## config.mk

```make
export PLATFORM = sky130hd
export DESIGN_NAME = uer_mult
export DESIGN_NICKNAME = d
export VERILOG_FILES = /design/src/sv/uer_pkg.sv /design/src/sv/uer_mult.sv
export SDC_FILE = /design/constraint.sdc
export NUM_CORES = 1
export LEC_CHECK = 0
export BUFFER_PORTS_ARGS = -buffer_cell sky130_fd_sc_hd__buf_2
export CAP_MARGIN = 20
export CORE_MARGIN = 4
export CORE_UTILIZATION = 31
export DETAILED_ROUTE_END_ITERATION = 7
export SETUP_SLACK_MARGIN = 0.2
export SYNTH_ARGS = -nofsm -noshare
export SYNTH_HDL_FRONTEND = slang
export SYNTH_SLANG_ARGS = --single-unit
```

## constraint.sdc

```tcl
create_clock -name i_clk -period 11 [get_ports i_clk]
set_clock_uncertainty 0.15 [all_clocks]
set_input_delay 2.75 -clock i_clk [delete_from_list [all_inputs] [get_ports i_clk]]
set_output_delay 2.75 -clock i_clk [all_outputs]
set_load 0.01 [all_outputs]
```

## src/sv/uer_pkg.sv

```systemverilog
// shared types and constants of the ultrasonic echo ranger
package uer_pkg;

    // echo tick counter width
    localparam int COUNT_W = 16;
    localparam int TRIG_W  = 8;
    localparam int SCALE_W = 22;
    localparam int FRAC_W  = 16;
    localparam int PROD_W  = COUNT_W + SCALE_W;
    localparam int DIST_W  = PROD_W - FRAC_W;
    localparam int NUM_DIGITS = 5;
    localparam int DIGIT_W    = 4;
    localparam int DIGITS_W   = NUM_DIGITS * DIGIT_W;

    // divide by ten as multiply by reciprocal, exact for any DIST_W-bit value
    localparam int DIV_SHIFT = DIST_W + 4;
    localparam longint unsigned DIV_MULT_L = ((64'd1 << DIV_SHIFT) + 64'd9) / 64'd10;
    localparam logic [DIST_W:0] DIV_MULT = DIV_MULT_L[DIST_W:0];
    localparam int DIV_PROD_W = 2 * DIST_W + 1;
    localparam int QUOT_W     = DIV_PROD_W - DIV_SHIFT;

    // register reset values
    localparam logic [TRIG_W-1:0]  TRIGGER_TICKS_RST = 8'd11;
    localparam logic [SCALE_W-1:0] SCALE_Q16_RST     = 22'd1219478;

    // configuration register indexes
    typedef enum logic [0:0] {
        REG_TRIGGER_TICKS = 1'b0,
        REG_SCALE_Q16     = 1'b1
    } t_reg_idx;

    typedef struct packed {
        logic trigger;
        logic busy;
        logic done;
        logic timeout;
    } t_flags;

    typedef struct packed {
        t_flags             flags;
        logic [COUNT_W-1:0] count;
    } t_ctrl_out;

    // one pipeline slot of the distance and digit stages
    typedef struct packed {
        t_flags              flags;
        logic [DIST_W-1:0]   value;
        logic [DIGITS_W-1:0] digits;
    } t_stage;

endpackage

```

## src/sv/uer_mult.sv

```systemverilog
// distance stage: tick count times q16 scale, fraction dropped
module uer_mult (
    input  logic                        i_clk,
    input  logic                        i_rst_n,
    input  logic                        i_valid,
    output logic                        o_ready,
    input  uer_pkg::t_ctrl_out          i_data,
    input  logic [uer_pkg::SCALE_W-1:0] i_scale_q16,
    output logic                        o_valid,
    input  logic                        i_ready,
    output uer_pkg::t_stage             o_data
);
    import uer_pkg::*;

    logic              r_valid;
    t_stage            r_data;
    logic [PROD_W-1:0] w_prod;

    assign o_ready = !r_valid || i_ready;
    assign o_valid = r_valid;
    assign o_data  = r_data;
    assign w_prod  = PROD_W'(i_data.count) * PROD_W'(i_scale_q16);

    always_ff @(posedge i_clk) begin
        if (!i_rst_n) begin
            r_valid <= 1'b0;
        end else if (o_ready) begin
            r_valid <= i_valid;
        end
        if (o_ready && i_valid) begin
            r_data.flags  <= i_data.flags;
            r_data.value  <= w_prod[PROD_W-1:FRAC_W];
            r_data.digits <= '0;
        end
    end

endmodule

```

==> results.yml <==
outcome:
  status: "complete, no violations"
synth:
  ys.flop_type: "edfxtp_1"
  ys_async_sr_fraction_pct: 0
  ys_seq_elements: 27
  avgSynthCellArea_um2: 8.91
  synth_edf_count: 26
  synth.distinct_cells: 51
  netlist_instances: 1380
  netlist_area_mm2: 0.0123
  yosysWarnings: 0
  yosysSeqAreaShare_pct: 6.51
min_path:
  hp-class: "flip-flop to flip-flop"
  min_from: "o_valid$_SDFFE_PN0N_"
routing:
  remaining_drc_errors: 0
  wl_per_cell_um: 15.2
  final_antenna_net_count: 0
  drt_iter0_markers: 476
  vias: 8932
  via_per_inst: 4.68
  drtPass1Iterations: 6
  finalWirelength_um: 29000
cells_and_area:
  antenna_cells: 0
  final_cell_mix: "333 x inv_1, 277 x fa_1, 221 x nand2_1"
  layout_commonest_cell: "inv_1"
  syn2layout_area_growth_pct: 6.33
  drive_above_1_share_pct: 6.03
  final_core_utilization_pct: 33.6
  nNetsFinal: 1823
clocking:
  clkSinkCount: 27
  ctsHoldBuffers: 0
  cts.clk_slew.worst_paths_ns: 0.07
  cts_resized: 0
  clk-insertion-delay-late_ns: 0.27
  cts_tree: "done"
  cts_buffer_depth: 2
  htreeDepth: 1
  cts_setup_buffers: 0
  cts_buffers: 3
  clockRootBuffer: "clkbuf_16"
grt:
  grt_max_degree: 27
  grt_pass1_vias: 9691
  grt_pass1_wl_um: 49100
  grt_use_total_pct: 13.7
  antenna_found_initial: 0
  grt_overflow: 0
worst_setup_path:
  cp.arrival_ns: 8.70
  path_class: "input pin to flip-flop"
  crit_required_ns: 10.87
  crit_start: "i_data[1]"
  regToRegStartpoint: "o_valid$_SDFFE_PN0N_"
  critPathCaptureType: "flip-flop"
  crit_path_max_fanout: 22
  setup.worst_path.start_class: "input pin"
place:
  dp_hpwl_um: 24200
  gp_congestion: 0.834
  numPortBuffers: 73
sta:
  hold_viol_final: 0
  fmax_mhz: 113
  rsz0062_at_grt: "no"
  period_needed_ns: 8.83
  setup_violations: 0
  finalCritPeriodShare_pct: 80.3
  slew_headroom_pct: 46.8
  slew_violations: 0
  setup_tns_ns: 0
  worst_slew_pin_slew_ns: 0.788
die:
  die_area_mm2: 0.0429
  die_x_um: 207
  start_util_pct: 31.6
  core_area_mm2: 0.0389
  ioPinCount: 94
  rows: 72
  die_y_um: 207
run:
  cap_violations: 0
[metal layers]
layer  global-route usage (%)  up-vias  routed length, um
li1                         -     4062                  -
met1                     17.8     4666              12200
met2                     25.0      165              15500
met3                     1.16       39                809
met4                     2.44        0                563
met5                        0        -                  0
[critical path: stages]
cell,delay (ns)
buf_2,0.37
nand2_1,0.15
fa_1,0.56
inv_1,0.07
fa_1,0.53
inv_1,0.05
fa_1,0.50
inv_1,0.05
fa_1,0.53
fa_1,0.50
inv_1,0.04
fa_1,0.47
inv_1,0.04
ha_1,0.37
and4_1,0.24
and3_1,0.19
a221o_1,0.30
a41o_1,0.28
a21boi_1,0.35
o21ai_0,0.17
xnor2_1,0.16
[through the flow]
step	worst slack, ns	cell area, um2	instances	hold slack [ns]
finish	2.17	13100	1910	0.395
global route	1.86	13100	1910	0.433
CTS	2.20	13100	1910	0.403
detailed placement	1.90	13000	1906	0.390
global placement	1.95	13000	1906	0.350
floorplan	2.31	12400	1399	0.460
[synth_stat cells (all sizes together), types with 2 or more instances]
| cell type | n | share of area (%) |
|---|---|---|
| clkbuf | 65 | 2.0 |
| o31a | 2 | 0.14 |
| ha | 107 | 11 |
| and3 | 2 | 0.11 |
| buf | 20 | 1.2 |
| o211ai | 2 | 0.12 |
| nand2 | 221 | 6.7 |
| o21ai | 23 | 0.94 |
| xor2 | 5 | 0.36 |
| nor2b | 3 | 0.15 |
| a21oi | 34 | 1.4 |
| fa | 277 | 45 |
| nand3 | 3 | 0.12 |
| o21a | 2 | 0.12 |
| and4 | 3 | 0.21 |
| a21o | 15 | 0.92 |
| a221o | 2 | 0.16 |
| o22ai | 2 | 0.10 |
| a21boi | 5 | 0.31 |
| nand2b | 3 | 0.15 |
| edfxtp | 26 | 6.3 |
| and2 | 149 | 7.6 |
| o21bai | 6 | 0.37 |
| o311a | 2 | 0.25 |
| a31oi | 4 | 0.20 |
| xnor2 | 19 | 1.4 |
| nor3 | 4 | 0.16 |
| nand4 | 14 | 0.71 |
| inv | 333 | 10 |
| nor2 | 9 | 0.27 |
[flip-flops by register name, summed over array words and instances, names as in the netlist]
register  count
o_data       26
o_valid       1
[kinds of logic after synthesis]
group           count (synthesis)  share of synthesized area [%]
buf+inv                       418                           13.4
simple gates                  414                           16.4
other cells                     1                         0.0305
fa+ha+maj                     384                           56.0
compound gates                111                           5.90
flops                          27                           6.51
xor+xnor                       24                           1.71
mux                             1                         0.0814
[final timing paths]
kind | end | slack, ns | cells after the start
min reg2reg | o_valid$_SDFFE_PN0N_ | 0.39 | 2
max reg2reg | o_data[20]$_DFFE_PP_ | 9.62 | 3
max | o_data[33]$_DFFE_PP_ | 2.17 | 21
min | o_valid$_SDFFE_PN0N_ | 0.39 | 2
[layout make-up]
class                           count  area [um2]
Fill cell                        4126       25800
Multi-Input combinational cell    954        9930
Inverter                          333        1250
Sequential cell                    27         801
Tap cell                          518         648
Timing Repair Buffer               74         373
Clock buffer                        3        75.1
Clock inverter                      1        5.00
Power is not shown: default switching activity piles up to over one toggle a cycle in this logic, so the estimate is an artifact.
