`src/sv/uer_pkg.sv`:
```
// shared types and constants of the ultrasonic echo ranger
package uer_pkg;

    // echo tick counter width
    localparam int COUNT_W = 16;
    localparam int TRIG_W  = 8;
    localparam int SCALE_W = 22;
    localparam int FRAC_W  = 16;
    localparam int PROD_W  = COUNT_W + SCALE_W;
    localparam int DIST_W  = PROD_W - FRAC_W;
    localparam int NUM_DIGITS = 5;
    localparam int DIGIT_W    = 4;
    localparam int DIGITS_W   = NUM_DIGITS * DIGIT_W;

    // divide by ten as multiply by reciprocal, exact for any DIST_W-bit value
    localparam int DIV_SHIFT = DIST_W + 4;
    localparam longint unsigned DIV_MULT_L = ((64'd1 << DIV_SHIFT) + 64'd9) / 64'd10;
    localparam logic [DIST_W:0] DIV_MULT = DIV_MULT_L[DIST_W:0];
    localparam int DIV_PROD_W = 2 * DIST_W + 1;
    localparam int QUOT_W     = DIV_PROD_W - DIV_SHIFT;

    // register reset values
    localparam logic [TRIG_W-1:0]  TRIGGER_TICKS_RST = 8'd11;
    localparam logic [SCALE_W-1:0] SCALE_Q16_RST     = 22'd1219478;

    // configuration register indexes
    typedef enum logic [0:0] {
        REG_TRIGGER_TICKS = 1'b0,
        REG_SCALE_Q16     = 1'b1
    } t_reg_idx;

    typedef struct packed {
        logic trigger;
        logic busy;
        logic done;
        logic timeout;
    } t_flags;

    typedef struct packed {
        t_flags             flags;
        logic [COUNT_W-1:0] count;
    } t_ctrl_out;

    // one pipeline slot of the distance and digit stages
    typedef struct packed {
        t_flags              flags;
        logic [DIST_W-1:0]   value;
        logic [DIGITS_W-1:0] digits;
    } t_stage;

endpackage

```
`src/sv/uer_ctrl.sv`:
```
// measurement sequencer: trigger, echo wait and echo tick count
module uer_ctrl (
    input  logic                       i_clk,
    input  logic                       i_rst_n,
    input  logic                       i_valid,
    output logic                       o_ready,
    input  logic                       i_start_req,
    input  logic                       i_echo_level,
    input  logic [uer_pkg::TRIG_W-1:0] i_trigger_ticks,
    output logic                       o_valid,
    input  logic                       i_ready,
    output uer_pkg::t_ctrl_out         o_data
);
    import uer_pkg::*;

    typedef enum logic [1:0] {
        PH_IDLE  = 2'd0,
        PH_TRIG  = 2'd1,
        PH_WAIT  = 2'd2,
        PH_COUNT = 2'd3
    } t_phase;

    t_phase             r_phase, n_phase;
    logic [COUNT_W-1:0] r_count, n_count;
    logic [TRIG_W-1:0]  r_trig_left, n_trig_left;
    logic               r_ovf, n_ovf;
    logic               n_done;
    logic               r_valid;
    t_ctrl_out          r_data;
    logic               w_accept;

    assign o_ready  = !r_valid || i_ready;
    assign w_accept = i_valid && o_ready;
    assign o_valid  = r_valid;
    assign o_data   = r_data;

    always_comb begin
        n_phase     = r_phase;
        n_count     = r_count;
        n_trig_left = r_trig_left;
        n_ovf       = r_ovf;
        n_done      = 1'b0;
        unique case (r_phase)
            PH_IDLE: begin
                if (i_start_req) begin
                    // a zero trigger length behaves as one tick
                    n_trig_left = (i_trigger_ticks == '0) ? '0 : i_trigger_ticks - 1'b1;
                    n_count     = '0;
                    n_ovf       = 1'b0;
                    n_phase     = PH_TRIG;
                end
            end
            PH_TRIG: begin
                if (r_trig_left == '0) begin
                    n_phase = PH_WAIT;
                end else begin
                    n_trig_left = r_trig_left - 1'b1;
                end
            end
            PH_WAIT: begin
                if (i_echo_level) begin
                    n_count = COUNT_W'(1);
                    n_phase = PH_COUNT;
                end
            end
            PH_COUNT: begin
                if (i_echo_level) begin
                    n_count = r_count + 1'b1;
                    if (r_count == '1) begin
                        // counter wrapped: timeout, count reads zero
                        n_ovf   = 1'b1;
                        n_done  = 1'b1;
                        n_phase = PH_IDLE;
                    end
                end else begin
                    n_done  = 1'b1;
                    n_phase = PH_IDLE;
                end
            end
            default: n_phase = PH_IDLE;
        endcase
    end

    always_ff @(posedge i_clk) begin
        if (!i_rst_n) begin
            r_phase     <= PH_IDLE;
            r_count     <= '0;
            r_trig_left <= '0;
            r_ovf       <= 1'b0;
            r_valid     <= 1'b0;
        end else begin
            if (w_accept) begin
                r_phase     <= n_phase;
                r_count     <= n_count;
                r_trig_left <= n_trig_left;
                r_ovf       <= n_ovf;
            end
            if (o_ready) begin
                r_valid <= i_valid;
            end
        end
        if (w_accept) begin
            r_data.flags.trigger <= (n_phase == PH_TRIG);
            r_data.flags.busy    <= (n_phase != PH_IDLE);
            r_data.flags.done    <= n_done;
            r_data.flags.timeout <= n_ovf;
            r_data.count         <= n_count;
        end
    end

    // count is cleared for the whole trigger pulse
    a_trig_count_clear: assert property (@(posedge i_clk) disable iff (!i_rst_n)
        r_phase == PH_TRIG |-> r_count == '0)
        else $error("count not clear during trigger");

    // overflow can only be flagged once the measurement has ended
    a_ovf_idle: assert property (@(posedge i_clk) disable iff (!i_rst_n)
        r_ovf |-> r_phase == PH_IDLE)
        else $error("overflow flag set while measuring");

    // a finishing transaction always leaves the sequencer idle
    a_done_idle: assert property (@(posedge i_clk) disable iff (!i_rst_n)
        w_accept && n_done |=> r_phase == PH_IDLE)
        else $error("done without return to idle");

endmodule

```
`config.mk`:
```
export PLATFORM = sky130hd
export DESIGN_NAME = uer_ctrl
export DESIGN_NICKNAME = d
export VERILOG_FILES = /design/src/sv/uer_pkg.sv /design/src/sv/uer_ctrl.sv
export SDC_FILE = /design/constraint.sdc
export NUM_CORES = 1
export LEC_CHECK = 0
export ABC_AREA = 1
export BUFFER_PORTS_ARGS = -buffer_cell sky130_fd_sc_hd__clkbuf_2
export CAP_MARGIN = 5
export CORE_ASPECT_RATIO = 1.4
export CORE_MARGIN = 10
export CORE_UTILIZATION = 25
export CTS_CLUSTER_SIZE = 12
export DETAILED_ROUTE_END_ITERATION = 12
export GPL_TIMING_DRIVEN = 0
export PLACE_DENSITY = 0.53
export RECOVER_POWER = 25
export SYNTH_ARGS = -nofsm -noshare
export SYNTH_HDL_FRONTEND = slang
export SYNTH_SLANG_ARGS = --single-unit
```
`constraint.sdc`:
```
create_clock -name i_clk -period 5.5 [get_ports i_clk]
set_input_delay 1.1 -clock i_clk [delete_from_list [all_inputs] [get_ports i_clk]]
set_output_delay 1.1 -clock i_clk [all_outputs]
set_load 0.01 [all_outputs]
```
==> flow_metrics.py <==
metrics = {
    "sta": {
        "fin_crit_ps": 2530,
        "hold-worst-slack_ps": 509,
        "clock_skew_ps": 6.11,
        "tns_ps": 0,
        "hold_viol": 0,
        "relSlewSlack_pct": 58.9,
        "fin_crit_sh_pct": 45.9,
        "setup_viol": 0,
        "slew_viol_final": 0,
        "rsz0062_at_grt": "no",
        "tightest_slew_ps": 616,
        "max_freq_mhz": 396,
    },
    "route": {
        "via_count": 2810,
        "wl_per_cell_um": 12.9,
        "dr.first_iter.drc_count": 111,
        "wirelength_um": 7870,
        "drc": 0,
        "ant_nets": 0,
        "firstDrtPassIters": 4,
        "viasPerCell": 4.60,
    },
    "logic_synthesis": {
        "avgSynthCellArea_um2": 7.09,
        "syn_nets": 446,
        "yosysSeqAreaShare_pct": 38.8,
        "synth_cell_types": 33,
        "syn_inst": 422,
        "ys_warn_count": 0,
        "syn_area_um2": 2990,
        "synth_seq_cells": 48,
    },
    "floorplanning": {
        "die_w_um": 112,
        "die_h_um": 149,
        "fp-row-count": 47,
        "dieArea_um2": 16800,
        "initial_core_util_pct": 25.4,
        "io_pins": 36,
        "placeableCoreArea_um2": 11800,
    },
    "job": {
        "drv_cap": 0,
    },
    "pwr": {
        "p_leak_uw": 0.00157,
        "peakVddDrop_mv": 0.129,
        "power.density_nw_per_um2": 254,
        "power_uw": 879,
    },
    "worst_setup_path": {
        "critPathKind": "primary input to output pin",
        "crit_path_start_kind": "primary input",
        "critPathArrivalTime_ps": 1430,
        "cp-startpoint": "i_ready",
        "cp-end-kind": "output pin",
        "cp.required_ps": 4400,
        "reg2reg_from": "r_phase[1]$_SDFFE_PN0P_",
        "worstPathMaxFanout": 2,
    },
    "finish": {
        "final_layout_size_suffix_gt1_share_pct": 9.91,
        "syn_to_final_growth_pct": 15.6,
        "fillCellCount": 1297,
        "multi_input_area_um2": 1510,
        "regArea_um2": 1160,
        "num_antenna_cells": 0,
        "nets": 487,
    },
    "status": {
        "status": "finished, final reports clean",
    },
    "clocking": {
        "clockBufferDepth": 2,
        "cts.sinks": 48,
        "cts_buffers": 5,
        "path_clk_slew_ps": 60,
        "htreeDepth": 2,
        "cts_tree": "yes",
        "holdBufCountCts": 0,
        "clockRootBuffer": "clkbuf_16",
        "clock_latency_ps": 290,
        "cts_setup_buffers": 0,
        "ctsResizeCount": 0,
    },
    "placement": {
        "port_buffers": 34,
        "hpwlAfterDp_um": 6010,
        "gp_congestion": 0.893,
    },
    "global_route": {
        "grt_pass1_wl_um": 13200,
        "grt_max_degree": 30,
        "antenna_found_initial": 0,
        "first_global_vias": 2797,
        "track_usage_pct": 9.41,
        "overflow": 0,
    },
    "hold_path": {
        "hold_path.class": "flip-flop to flip-flop",
        "hold_start": "o_valid$_SDFFE_PN0N_",
    },
}
==> per-layer routing <==
metal | wire length, um | share of wire [%] | global-route usage, %
met5 | 0 | 0 | 0
met4 | 120 | 1.5 | 3.31
met3 | 302 | 3.8 | 2.50
met2 | 4150 | 53 | 17.6
met1 | 3290 | 42 | 9.77
==> placed cells by master (no fill, tap or decap), types with 16 or more instances in the layout <==
cell and n:
nand2_1 95, inv_1 64, nand3_1 35, a21oi_1 34, nor2_1 31, dfxtp_1 28
clkbuf_1 25, o21ai_0 24, edfxtp_1 20, clkbuf_2 16
==> synthesized netlist by cell type (all sizes together) <==
| library cell | n | share of area (%) |
|---|---|---|
| nand3b | 1 | 0.25 |
| buf | 9 | 1.6 |
| clkbuf | 4 | 0.50 |
| a22oi | 3 | 0.75 |
| inv | 69 | 8.7 |
| o31ai | 4 | 1.2 |
| ha | 10 | 4.2 |
| xnor2 | 1 | 0.29 |
| nand4 | 7 | 1.5 |
| a21oi | 34 | 5.7 |
| nand2 | 99 | 13 |
| xor2 | 6 | 1.8 |
| nor2 | 37 | 5.8 |
| nand3 | 35 | 5.9 |
| or2 | 1 | 0.21 |
| o22ai | 3 | 0.63 |
| a22o | 1 | 0.29 |
| o211ai | 5 | 1.3 |
| o21ai | 39 | 6.5 |
| a211oi | 2 | 0.50 |
| dfxtp | 28 | 19 |
| nor3 | 4 | 0.84 |
| edfxtp | 20 | 20 |
==> power by group <==
group | internal [uW] | switching [uW] | total, uW
Combinational | 54.8 | 111 | 165
Clock | 168 | 128 | 296
Sequential | 401 | 17.1 | 418
Total | 623 | 256 | 879
==> area by class of cell <==
type | count | share of cell area [%]
Clock buffer | 7 | 3.84
Multi-Input combinational cell | 292 | 43.6
Timing Repair Buffer | 34 | 4.27
Sequential cell | 48 | 33.6
Inverter | 69 | 7.49
Clock inverter | 1 | 0.109
Buffer | 13 | 1.81
Tap cell | 147 | 5.32
==> critical path: stages <==
cell and delay (ps):
clkbuf_2 80, inv_1 60, nand2_1 60, clkbuf_2 130
==> metrics by stage <==
| stage | std cells | worst slack (ps) | instance area, um^2 | utilization (%) |
|---|---|---|---|---|
| finish | 611 | 2970 | 3460 | 29.4 |
| CTS | 611 | 2970 | 3480 | 29.6 |
| global placement | 603 | 2240 | 3340 | 28.4 |
| floorplan | 422 | 2870 | 2990 | - |
| global route | 611 | 2920 | 3460 | 29.4 |
| detailed placement | 603 | 2830 | 3350 | 28.4 |
==> registers in the layout, indices dropped and copies added, names as in the netlist <==
register     flops
o_valid          1
r_phase          2
r_ovf            1
r_count         16
o_data          20
r_trig_left      8
==> kinds of logic after synthesis <==
group           synth area share [%]
compound gates                  16.8
simple gates                    27.4
buf+inv                         10.8
flops                           38.8
xor+xnor                        2.05
fa+ha+maj                       4.18
==> worst paths after layout <==
check | to | slack, ps | cells past startpoint
worst max register to register | o_data[3]$_DFFE_PP_ | 3330 | 8
worst min-delay path | o_valid$_SDFFE_PN0N_ | 510 | 2
worst min register to register | o_valid$_SDFFE_PN0N_ | 510 | 2
worst max-delay path | o_ready | 2970 | 4
Note: power is estimated with default switching activity, not from simulation.
